[src/rtl/mbet_pkg.sv]
package mbet_pkg;

  // Coordinate format: signed, 28 fractional bits.
  localparam int unsigned CoordW  = 32;
  localparam int unsigned FracW   = 28;
  localparam int unsigned ProdW   = 2 * CoordW;
  // Width that holds every pre-saturation sum without overflow.
  localparam int unsigned SatW    = 48;
  localparam int unsigned ColW    = 12;
  localparam int unsigned RowW    = 12;
  localparam int unsigned CountW  = 16;
  localparam int unsigned HeightW = 13;
  // Folded row index, signed: image_height - 1 - row can go negative.
  localparam int unsigned IdxW    = 14;
  // A squared component below four fits in this many unsigned bits.
  localparam int unsigned SqW     = 30;
  localparam int unsigned CfgIdxW = 3;

  // Configuration register indexes.
  localparam logic [CfgIdxW-1:0] CfgRealStart = 3'd0;
  localparam logic [CfgIdxW-1:0] CfgImagStart = 3'd1;
  localparam logic [CfgIdxW-1:0] CfgRealStep  = 3'd2;
  localparam logic [CfgIdxW-1:0] CfgImagStep  = 3'd3;
  localparam logic [CfgIdxW-1:0] CfgIterLimit = 3'd4;
  localparam logic [CfgIdxW-1:0] CfgHeight    = 3'd5;

  // Magnitude bound of two in coordinate format.
  localparam logic signed [CoordW-1:0] TwoFix = CoordW'(2) <<< FracW;

  // Sequencer states of the escape-time unit.
  typedef enum logic [3:0] {
    SqIdle,
    SqMulCr,
    SqMulCi,
    SqLoad,
    SqCheck,
    SqSqImag,
    SqCross,
    SqUpdate,
    SqDone
  } mbet_state_e;

  // Saturate a wide signed sum to the coordinate range.
  function automatic logic signed [CoordW-1:0] sat_coord(input logic signed [SatW-1:0] v);
    logic signed [SatW-1:0] hi;
    logic signed [SatW-1:0] lo;
    hi = SatW'($signed({1'b0, {(CoordW-1){1'b1}}}));
    lo = -hi - SatW'(1);
    if (v > hi) begin
      return hi[CoordW-1:0];
    end else if (v < lo) begin
      return lo[CoordW-1:0];
    end else begin
      return v[CoordW-1:0];
    end
  endfunction

endpackage

[src/rtl/mandelbrot_escape_time_unit.sv]
// Escape-time unit: one pixel in, one iteration count out.
// The count is handed off when the point leaves the |z| < 2 box or reaches iteration_limit,
// or when |z|^2 >= 4 ends it. One 32x32 multiplier serves two setup products and three
// products per iteration. One pixel is in work at a time; the next pixel is taken while
// a count waits. Reset (rst_ni low, asynchronous) restores the default view and control.
module mandelbrot_escape_time_unit import mbet_pkg::*; #(
  parameter int unsigned MAX_DIM = 4096
) (
  input  logic               clk_i,
  input  logic               rst_ni,
  // Configuration write port.
  input  logic               cfg_we_i,
  input  logic [CfgIdxW-1:0] cfg_idx_i,
  input  logic [CoordW-1:0]  cfg_wdata_i,
  // Pixel input stream.
  input  logic               s_axis_tvalid,
  output logic               s_axis_tready,
  input  logic [23:0]        s_axis_tdata,  // [11:0] column, [23:12] row
  // Result output stream.
  output logic               m_axis_tvalid,
  input  logic               m_axis_tready,
  output logic [15:0]        m_axis_tdata   // [15:0] iteration_count
);

  localparam logic [16:0] ColMax = 17'(MAX_DIM - 1);

  // Configuration registers.
  logic signed [CoordW-1:0] real_start_q, imag_start_q, real_step_q, imag_step_q;
  logic [CountW-1:0]        limit_q;
  logic [HeightW-1:0]       height_q;

  // Sequencer and datapath registers.
  mbet_state_e              state_q, state_d;
  logic [ColW-1:0]          col_q;
  logic signed [IdxW-1:0]   idx_q;
  logic signed [CoordW-1:0] cr_q, ci_q, zr_q, zi_q;
  logic signed [ProdW-1:0]  prod_q;
  logic [SqW-1:0]           r2_q;
  logic [CountW-1:0]        count_q;
  logic                     out_valid_q;
  logic [CountW-1:0]        res_q;

  // Input unpacking and row fold.
  logic [ColW-1:0]          in_col;
  logic [RowW-1:0]          in_row;
  logic [ColW-1:0]          col_clamped;
  logic signed [IdxW-1:0]   idx_fold;
  logic                     in_xfer;

  assign in_col      = s_axis_tdata[ColW-1:0];
  assign in_row      = s_axis_tdata[ColW+RowW-1:ColW];
  assign col_clamped = ({5'b0, in_col} > ColMax) ? ColMax[ColW-1:0] : in_col;
  assign idx_fold    = ({1'b0, in_row} >= {1'b0, height_q[HeightW-1:1]})
                     ? $signed({1'b0, height_q}) - IdxW'(1) - $signed({2'b0, in_row})
                     : $signed({2'b0, in_row});
  assign in_xfer     = s_axis_tvalid && s_axis_tready;

  // Shared multiplier operand selection.
  logic signed [CoordW-1:0] mul_a, mul_b;
  logic signed [ProdW-1:0]  mul_p;

  always_comb begin
    case (state_q)
      SqMulCr: begin
        mul_a = $signed({20'b0, col_q});
        mul_b = real_step_q;
      end
      SqMulCi: begin
        mul_a = CoordW'(idx_q);
        mul_b = imag_step_q;
      end
      SqCheck: begin
        mul_a = zr_q;
        mul_b = zr_q;
      end
      SqSqImag: begin
        mul_a = zi_q;
        mul_b = zi_q;
      end
      SqCross: begin
        mul_a = zr_q;
        mul_b = zi_q;
      end
      default: begin
        mul_a = '0;
        mul_b = '0;
      end
    endcase
  end

  assign mul_p = mul_a * mul_b;

  // Escape tests and update arithmetic.
  logic                     out_of_box;
  logic                     at_limit;
  logic [SqW-1:0]           i2;
  logic [SqW:0]             mag2;
  logic                     mag_escape;
  logic signed [SatW-1:0]   cr_sum, ci_sum, zr_sum, zi_sum;
  logic signed [ProdW-1:0]  cross_sh;

  assign out_of_box = (zr_q >= TwoFix) || (zr_q <= -TwoFix) ||
                      (zi_q >= TwoFix) || (zi_q <= -TwoFix);
  assign at_limit   = (count_q == limit_q);
  assign i2         = prod_q[FracW+SqW-1:FracW];
  assign mag2       = {1'b0, r2_q} + {1'b0, i2};
  assign mag_escape = mag2[SqW];
  assign cr_sum     = SatW'(real_start_q) + prod_q[SatW-1:0];
  assign ci_sum     = SatW'(imag_start_q) + prod_q[SatW-1:0];
  assign zr_sum     = $signed({{(SatW-SqW){1'b0}}, r2_q}) - $signed({{(SatW-SqW){1'b0}}, i2})
                    + SatW'(cr_q);
  // Twice the cross product, floored back to the coordinate format.
  assign cross_sh   = prod_q >>> (FracW - 1);
  assign zi_sum     = cross_sh[SatW-1:0] + SatW'(ci_q);

  // Next-state logic.
  always_comb begin
    state_d       = state_q;
    s_axis_tready = 1'b0;
    case (state_q)
      SqIdle: begin
        s_axis_tready = 1'b1;
        if (s_axis_tvalid) begin
          state_d = SqMulCr;
        end
      end
      SqMulCr:  state_d = SqMulCi;
      SqMulCi:  state_d = SqLoad;
      SqLoad:   state_d = SqCheck;
      SqCheck: begin
        state_d = (at_limit || out_of_box) ? SqDone : SqSqImag;
      end
      SqSqImag: state_d = SqCross;
      SqCross: begin
        state_d = mag_escape ? SqDone : SqUpdate;
      end
      SqUpdate: state_d = SqCheck;
      SqDone: begin
        if (!out_valid_q || m_axis_tready) begin
          state_d = SqIdle;
        end
      end
      default: state_d = SqIdle;
    endcase
  end

  // State and configuration registers.
  always_ff @(posedge clk_i or negedge rst_ni) begin
    if (!rst_ni) begin
      state_q      <= SqIdle;
      real_start_q <= -32'sd536870912;
      imag_start_q <= -32'sd402653184;
      real_step_q  <= 32'sd262144;
      imag_step_q  <= 32'sd196608;
      limit_q      <= 16'd256;
      height_q     <= 13'd1024;
    end else begin
      state_q <= state_d;
      if (cfg_we_i) begin
        case (cfg_idx_i)
          CfgRealStart: real_start_q <= $signed(cfg_wdata_i);
          CfgImagStart: imag_start_q <= $signed(cfg_wdata_i);
          CfgRealStep:  real_step_q  <= $signed(cfg_wdata_i);
          CfgImagStep:  imag_step_q  <= $signed(cfg_wdata_i);
          CfgIterLimit: limit_q      <= cfg_wdata_i[CountW-1:0];
          CfgHeight:    height_q     <= cfg_wdata_i[HeightW-1:0];
          default: ;
        endcase
      end
    end
  end

  // Result register: loaded when the sequencer hands off, cleared on transfer.
  always_ff @(posedge clk_i or negedge rst_ni) begin
    if (!rst_ni) begin
      out_valid_q <= 1'b0;
    end else if (state_q == SqDone && (!out_valid_q || m_axis_tready)) begin
      out_valid_q <= 1'b1;
    end else if (m_axis_tready) begin
      out_valid_q <= 1'b0;
    end
  end

  always_ff @(posedge clk_i) begin
    if (state_q == SqDone && (!out_valid_q || m_axis_tready)) begin
      res_q <= count_q;
    end
  end

  // Datapath registers.
  always_ff @(posedge clk_i) begin
    prod_q <= mul_p;
    case (state_q)
      SqIdle: begin
        if (in_xfer) begin
          col_q   <= col_clamped;
          idx_q   <= idx_fold;
          count_q <= '0;
        end
      end
      SqMulCi: begin
        cr_q <= sat_coord(cr_sum);
      end
      SqLoad: begin
        ci_q <= sat_coord(ci_sum);
        zi_q <= sat_coord(ci_sum);
        zr_q <= cr_q;
      end
      SqSqImag: begin
        r2_q <= prod_q[FracW+SqW-1:FracW];
      end
      SqCross: begin
        // zr*zi is taken from the old zr this cycle.
        zr_q <= sat_coord(zr_sum);
      end
      SqUpdate: begin
        zi_q    <= sat_coord(zi_sum);
        count_q <= count_q + CountW'(1);
      end
      default: ;
    endcase
  end

  assign m_axis_tvalid = out_valid_q;
  assign m_axis_tdata  = res_q;

  // The count never runs past the limit while a pixel is in work.
  a_count_bound: assert property (@(posedge clk_i) disable iff (!rst_ni)
    (state_q != SqIdle && state_q != SqMulCr) |-> (count_q <= limit_q))
    else $error("iteration count exceeded the limit");

  // No second pixel is taken in the cycle after a transfer.
  a_one_in_flight: assert property (@(posedge clk_i) disable iff (!rst_ni)
    (s_axis_tvalid && s_axis_tready) |=> !s_axis_tready)
    else $error("input taken while a pixel is in work");

  // The imaginary part is only squared while the real part lies inside the escape box.
  a_inside_box: assert property (@(posedge clk_i) disable iff (!rst_ni)
    (state_q == SqSqImag) |-> (zr_q < TwoFix && zr_q > -TwoFix))
    else $error("squaring started on an escaped point");

  // A new result only appears from the hand-off state.
  a_result_source: assert property (@(posedge clk_i) disable iff (!rst_ni)
    $rose(out_valid_q) |-> $past(state_q == SqDone))
    else $error("result raised outside the hand-off state");

endmodule
[config.mk]
export PLATFORM = sky130hd
export DESIGN_NAME = mandelbrot_escape_time_unit
export DESIGN_NICKNAME = d
export VERILOG_FILES = /design/src/rtl/mbet_pkg.sv /design/src/rtl/mandelbrot_escape_time_unit.sv
export SDC_FILE = /design/constraint.sdc
export NUM_CORES = 2
export LEC_CHECK = 0
export BUFFER_PORTS_ARGS = -buffer_cell sky130_fd_sc_hd__buf_4
export CAP_MARGIN = 40
export CORE_ASPECT_RATIO = 2
export CORE_MARGIN = 8
export CORE_UTILIZATION = 40
export DETAILED_ROUTE_END_ITERATION = 10
export GPL_TIMING_DRIVEN = 1
export SLEW_MARGIN = 30
export SYNTH_ARGS = -nofsm -noshare
export SYNTH_HDL_FRONTEND = slang
export SYNTH_SLANG_ARGS = --single-unit
[constraint.sdc]
create_clock -name clk_i -period 26 [get_ports clk_i]
set_clock_uncertainty 0.1 [all_clocks]
set_input_delay 0 -clock clk_i [delete_from_list [all_inputs] [get_ports clk_i]]
set_output_delay 0 -clock clk_i [all_outputs]
set_load 0.005 [all_outputs]
=== After elaboration in Yosys (flattened, before gate mapping) ===
Cells that the tools add are included.

* Bits in registers: 442
* Word-level logic and storage cells: 107
* Input port bits: 64

* Magnitude comparators: 13
* Reduce and logical (&&, ||, !) cells: 26
* Add/subtract/negate cells: 9
* Mux-type cells: 22
* Equality and inequality tests: 17
* Multiply operators: 1

{| class="wikitable"
|+ Operators with widths
! cell !! number
|-
| case mux 32 bit (4 select lines) || 2
|-
| two-way mux 32 bit || 7
|-
| case mux 32 bit (2 select lines) || 2
|-
| adder 48 bit || 2
|-
| greater-than comparator 48 x 32 -> 1 bit, second input constant || 2
|-
| < comparator 48 x 32 -> 1 bit, second input constant || 2
|-
| >= comparator 32 x 31 -> 1 bit, second input constant || 2
|-
| <= comparator 32 x 30 -> 1 bit, second input constant || 2
|-
| multiplier 32 x 32 -> 64 bit || 1
|-
| adder 37 x 32 -> 38 bit || 1
|-
| greater-than comparator 38 x 32 -> 1 bit, second input constant || 1
|-
| < comparator 38 x 32 -> 1 bit, second input constant || 1
|-
| adder 31 x 32 -> 33 bit || 1
|-
| greater-than comparator 33 x 32 -> 1 bit, second input constant || 1
|-
| < comparator 33 x 32 -> 1 bit, second input constant || 1
|-
| case mux 16 bit (2 select lines) || 1
|-
| case mux 4 bit (8 select lines) || 1
|-
| adder 30 x 30 -> 31 bit || 1
|-
| subtractor 30 x 30 -> 31 bit || 1
|-
| AND reduction 2 bit || 9
|-
| adder 16 x 1 -> 16 bit, second input constant || 1
|-
| equality test 16 bit || 1
|-
| equality test 4 x 3 -> 1 bit, second input constant || 4
|-
| two-way mux 16 bit || 1
|-
| other kinds (20) || 40
|}

=== Depth between registers and ports, before layout ===
* Word-level depth: 7
* Depth in mapped cells: 38

=== Least setup slack after synthesis ===
OpenSTA, ideal clock, no wires.

* Path kind: register to register
* Start point: reg state_q[0]
* End point: reg prod_q[62]
* Setup time: 0.072 ns
* Data arrival time: 10.074 ns
* Required time: 25.828 ns
* Period minus slack after synthesis: 10.246 ns
* Slack: 15.754 ns
* Cell stages (with the launch flop): 32
* Path through: dfrtp_1 -> clkbuf_1 -> nor4b_1 -> clkbuf_1 -> clkbuf_1 -> buf_1 -> a222oi_1 -> a21oi_1 -> fa_1 -> fa_1 -> fa_1 -> fa_1 -> inv_1 -> fa_1 -> inv_1 -> fa_1 -> inv_1 -> fa_1 -> inv_1 -> fa_1 -> ha_1 -> a21o_1 -> a21o_1 -> a21o_1 -> a21o_1 -> a21oi_1 -> o21bai_1 -> a21o_1 -> a41o_1 -> a21o_1 -> a21oi_1 -> xnor2_1

* Word-level cells in the longest chain between the ends: 4
* Elaborated cells between the ends (all ways): 10
* Classes of those cells: mul: 1; eq/ne: 5; mux: 2; reduce/logical: 2

{| class="wikitable"
|+ RTL lines
! item !! line !! RTL
|-
| start: declaration || mandelbrot_escape_time_unit.sv:33 || <nowiki>mbet_state_e state_q, state_d;</nowiki>
|-
| start signal: assignment || mandelbrot_escape_time_unit.sv:150 || <nowiki>state_q <= SqIdle;</nowiki>
|-
| start signal: assignment || mandelbrot_escape_time_unit.sv:158 || <nowiki>state_q <= state_d;</nowiki>
|-
| equality test 4 x 3 -> 1 bit || mandelbrot_escape_time_unit.sv:63 || <nowiki>case (state_q)</nowiki>
|-
| OR reduction 2 bit (no source line) || -- ||
|-
| case mux 32 bit (4 select lines) || mandelbrot_escape_time_unit.sv:63 ||
|-
| multiplier 32 x 32 -> 64 bit (*) || mandelbrot_escape_time_unit.sv:91 || <nowiki>assign mul_p = mul_a * mul_b;</nowiki>
|-
| net mul_p[62] || mandelbrot_escape_time_unit.sv:60 || <nowiki>logic signed [ProdW-1:0] mul_p;</nowiki>
|-
| end signal: assignment || mandelbrot_escape_time_unit.sv:192 || <nowiki>prod_q <= mul_p;</nowiki>
|-
| end: declaration || mandelbrot_escape_time_unit.sv:37 || <nowiki>logic signed [ProdW-1:0] prod_q;</nowiki>
|}

The timed path passes the listed nets; every way through them passes the cells marked *.
A chain may end at the register's enable or synchronous reset.

=== Final worst setup path ===
* Start point: reg state_q[2]
* End point: reg prod_q[62]

Same word-level chain as after synthesis.

==> results.ini <==
[critical_path]
ff2ff_setup_slack_ns = 14.83
setup.worst_path.start_class = flop
worst_setup_path_end_kind = flop
max_stage_delay_ns = 0.84
cpMostUsedCell = fa_1
crit_slowest_cell = fa_1
crit_fanout = 53
crit_required_ns = 26.50
crit_type = flop to flop
reg2reg_to = prod_q[62]
r2r_cells = 36
critPathArrivalTime_ns = 11.67
r2r_start = state_q[2]

[synthesis]
ys_seq_area_share_pct = 18.3
ys_top_cells_by_count = inv_1, fa_1, nor2_1, nand2_1, ha_1
synthCells = 6908
ys_ff_latch = 442
synth-async-reset-ratio_pct = 36.7
synth_top_family_by_area = adder cells
avgSynthCellArea_sq_um = 9.37
synth_xor_area_share_pct = 3.72
yosysMostFrequentCell = inv_1
synth_area_leaders = fa_1, edfxtp_1, ha_1, inv_1, dfrtp_1
synth-edff-count = 216
synth_compound_area_share_pct = 11.8
synth.distinct_cells = 103
ys_warn_count = 0
synth_fp_nets = 8492
syn_area_sq_um = 64700
muxShareOfSynthArea_pct = 2.95
synth_simple_gate_area_share_pct = 12.6
ys.flop_type = edfxtp_1
netlist.area_leader.share_pct = 33.7
synth_top_area_cell = fa_1
yosys.area_share.adder_pct = 42.2

[hold_path]
whs_endpoint = col_q[11]
hold_class = input port to flop
worstHoldStart = s_axis_tdata[11]
holdPathStages = 2

[floorplanning]
start_util_pct = 40.1
core_sq_um = 161000
die_y_um = 585
io_pins = 82
die_w_um = 300
rows = 209
dieArea_sq_um = 176000

[run]
drv_cap = 0

[global_routing]
antenna_found_initial = 14
grt_use_total_pct = 25.2
grt_pass1_wl_mm = 335
gr-max-usage-layer = met2
grt_pass1_vias = 52000
use_met1_pct = 32.9
grt_max_degree = 60
grt_use_met2_pct = 40.4
grt-ovfl-total = 0
grt_use_met3_pct = 4.85

[sta]
drv_slew = 0
tns_ns = 0
setup_viol = 0
max_freq_mhz = 89.5
tightest_slew_ns = 0.951
relSlewSlack_pct = 36.6
fin_crit_sh_pct = 43.0
grt_setup_unrepaired = false
period_minus_slack_ns = 11.17
hold_violations = 0

[drt]
vias_per_cell = 5.64
ant_nets = 0
drt-total-wl_mm = 223
dr.pass1.iters = 8
drt_iter0_drc = 4701
wl_per_cell_um = 24.5
route.detailed.drc = 0
vias = 51400

[finish]
nets = 8540
area_growth_pct = 9.46
fill_cells = 15600
utilization_pct = 43.9
drive_gt1_share_pct = 8.70
seqCellArea_sq_um = 11800
multi_input_area_sq_um = 47700

[outcome]
status = finished clean

[clocking]
postCtsSetupBuffers = 0
cts_buffers = 54
cts_tree = yes
clkLatencyLatePin_ns = 0.67
clock-sinks = 442
clk_path_buf_depth = 3
clkTransAtPathRegs_ns = 0.06
h-tree-depth = 2
cts_root_buf = clkbuf_16

[placed_design]
portBuffers = 81
gp_congestion = 0.971
place_hpwl_mm = 178

metrics by stage:
step                instances  hold WS, ns  instance area, sq um  setup WS (ns)
finish                   9114       0.0503                 70800          14.83
CTS                      9106       0.0234                 70700          14.85
global route             9112       0.0456                 70800          14.12
floorplan                6908       -0.396                 64700          15.75
global placement         8924      -0.0793                 68000          15.05
detailed placement       8939      -0.0700                 68200          14.93
worst max-delay path: cells and delay by family (launching register included):
family / cells / cell delay [ns]
flops: 1 / 0.60
buf+inv: 9 / 2.13
fa+ha+maj: 9 / 4.62
simple gates: 6 / 1.55
compound gates: 11 / 1.92
xor+xnor: 1 / 0.13
how the worst max path moves through the flow:
stage	endpoint	depth (start not counted)	startpoint
floorplan	prod_q[62]	31	state_q[0]
global placement	prod_q[62]	36	state_q[2]
detailed placement	prod_q[62]	36	state_q[2]
CTS	prod_q[62]	36	state_q[2]
global route	prod_q[62]	36	state_q[2]
finish	prod_q[62]	36	state_q[2]
area by class of cell:
type | count | area share [%]
Inverter | 1131 | 5.99
Tap cell | 2110 | 3.73
Multi-Input combinational cell | 5020 | 67.3
Timing Repair Buffer | 307 | 3.67
Clock inverter | 31 | 0.438
Clock buffer | 71 | 2.16
Sequential cell | 442 | 16.7
Antenna cell | 2 | 0.00707
sequential cells by signal (all words and copies together) (netlist names), 13 cells and up:
| signal | cells |
|---|---|
| zr_q | 32 |
| prod_q | 64 |
| real_start_q | 32 |
| count_q | 16 |
| r2_q | 30 |
| imag_start_q | 32 |
| height_q | 13 |
| zi_q | 32 |
| m_axis_tdata | 16 |
| ci_q | 32 |
| cr_q | 32 |
| limit_q | 16 |
| idx_q | 14 |
| imag_step_q | 32 |
| real_step_q | 32 |
cell families (layout without fill, tap and decap cells):
| kind of cell | count (synthesis) | after routing |
|---|---|---|
| and+or+nand+nor | 1886 | 1886 |
| adders and majority gates | 1530 | 1530 |
| buffers and inverters | 1446 | 1540 |
| AOI/OAI and AO/OA | 1158 | 1158 |
| DFF | 442 | 442 |
| xor gates and xnor gates | 275 | 275 |
| muxes | 171 | 171 |
| other | 0 | 2 |
layer usage:
metal / part of all wire, % / wire (um) / vias to the layer above
met3: 8.7 / 19500 / 523
met4: 5.7 / 12600 / 4
met5: 0.012 / 26 / -
met2: 46 / 103000 / 2369
li1: - / - / 22400
met1: 40 / 88300 / 26000
layout by cell type, fill, tap and decap left out, types with 64 or more instances in the layout:
cell type	Yosys	layout
inv_1	1130	1130
fa_1	1088	1088
nor2_1	744	741
nand2_1	730	730
ha_1	432	432
a21oi_1	372	372
buf_4	11	221
edfxtp_1	216	216
xnor2_1	173	172
o21ai_0	162	161
mux2_2	159	159
dfrtp_1	150	150
a21o_1	128	128
xor2_1	102	102
dlygate4sd3_1	0	64
dfxtp_1	64	64
timing repair:
item	in CTS	in global routing
hold buffers	65	0
resized for setup	0	0
hold endpoints to repair	282	0
endpoints found under the setup margin	0	0
Power is not shown: default switching activity piles up to over one toggle a cycle in this logic, so the estimate is an artifact.
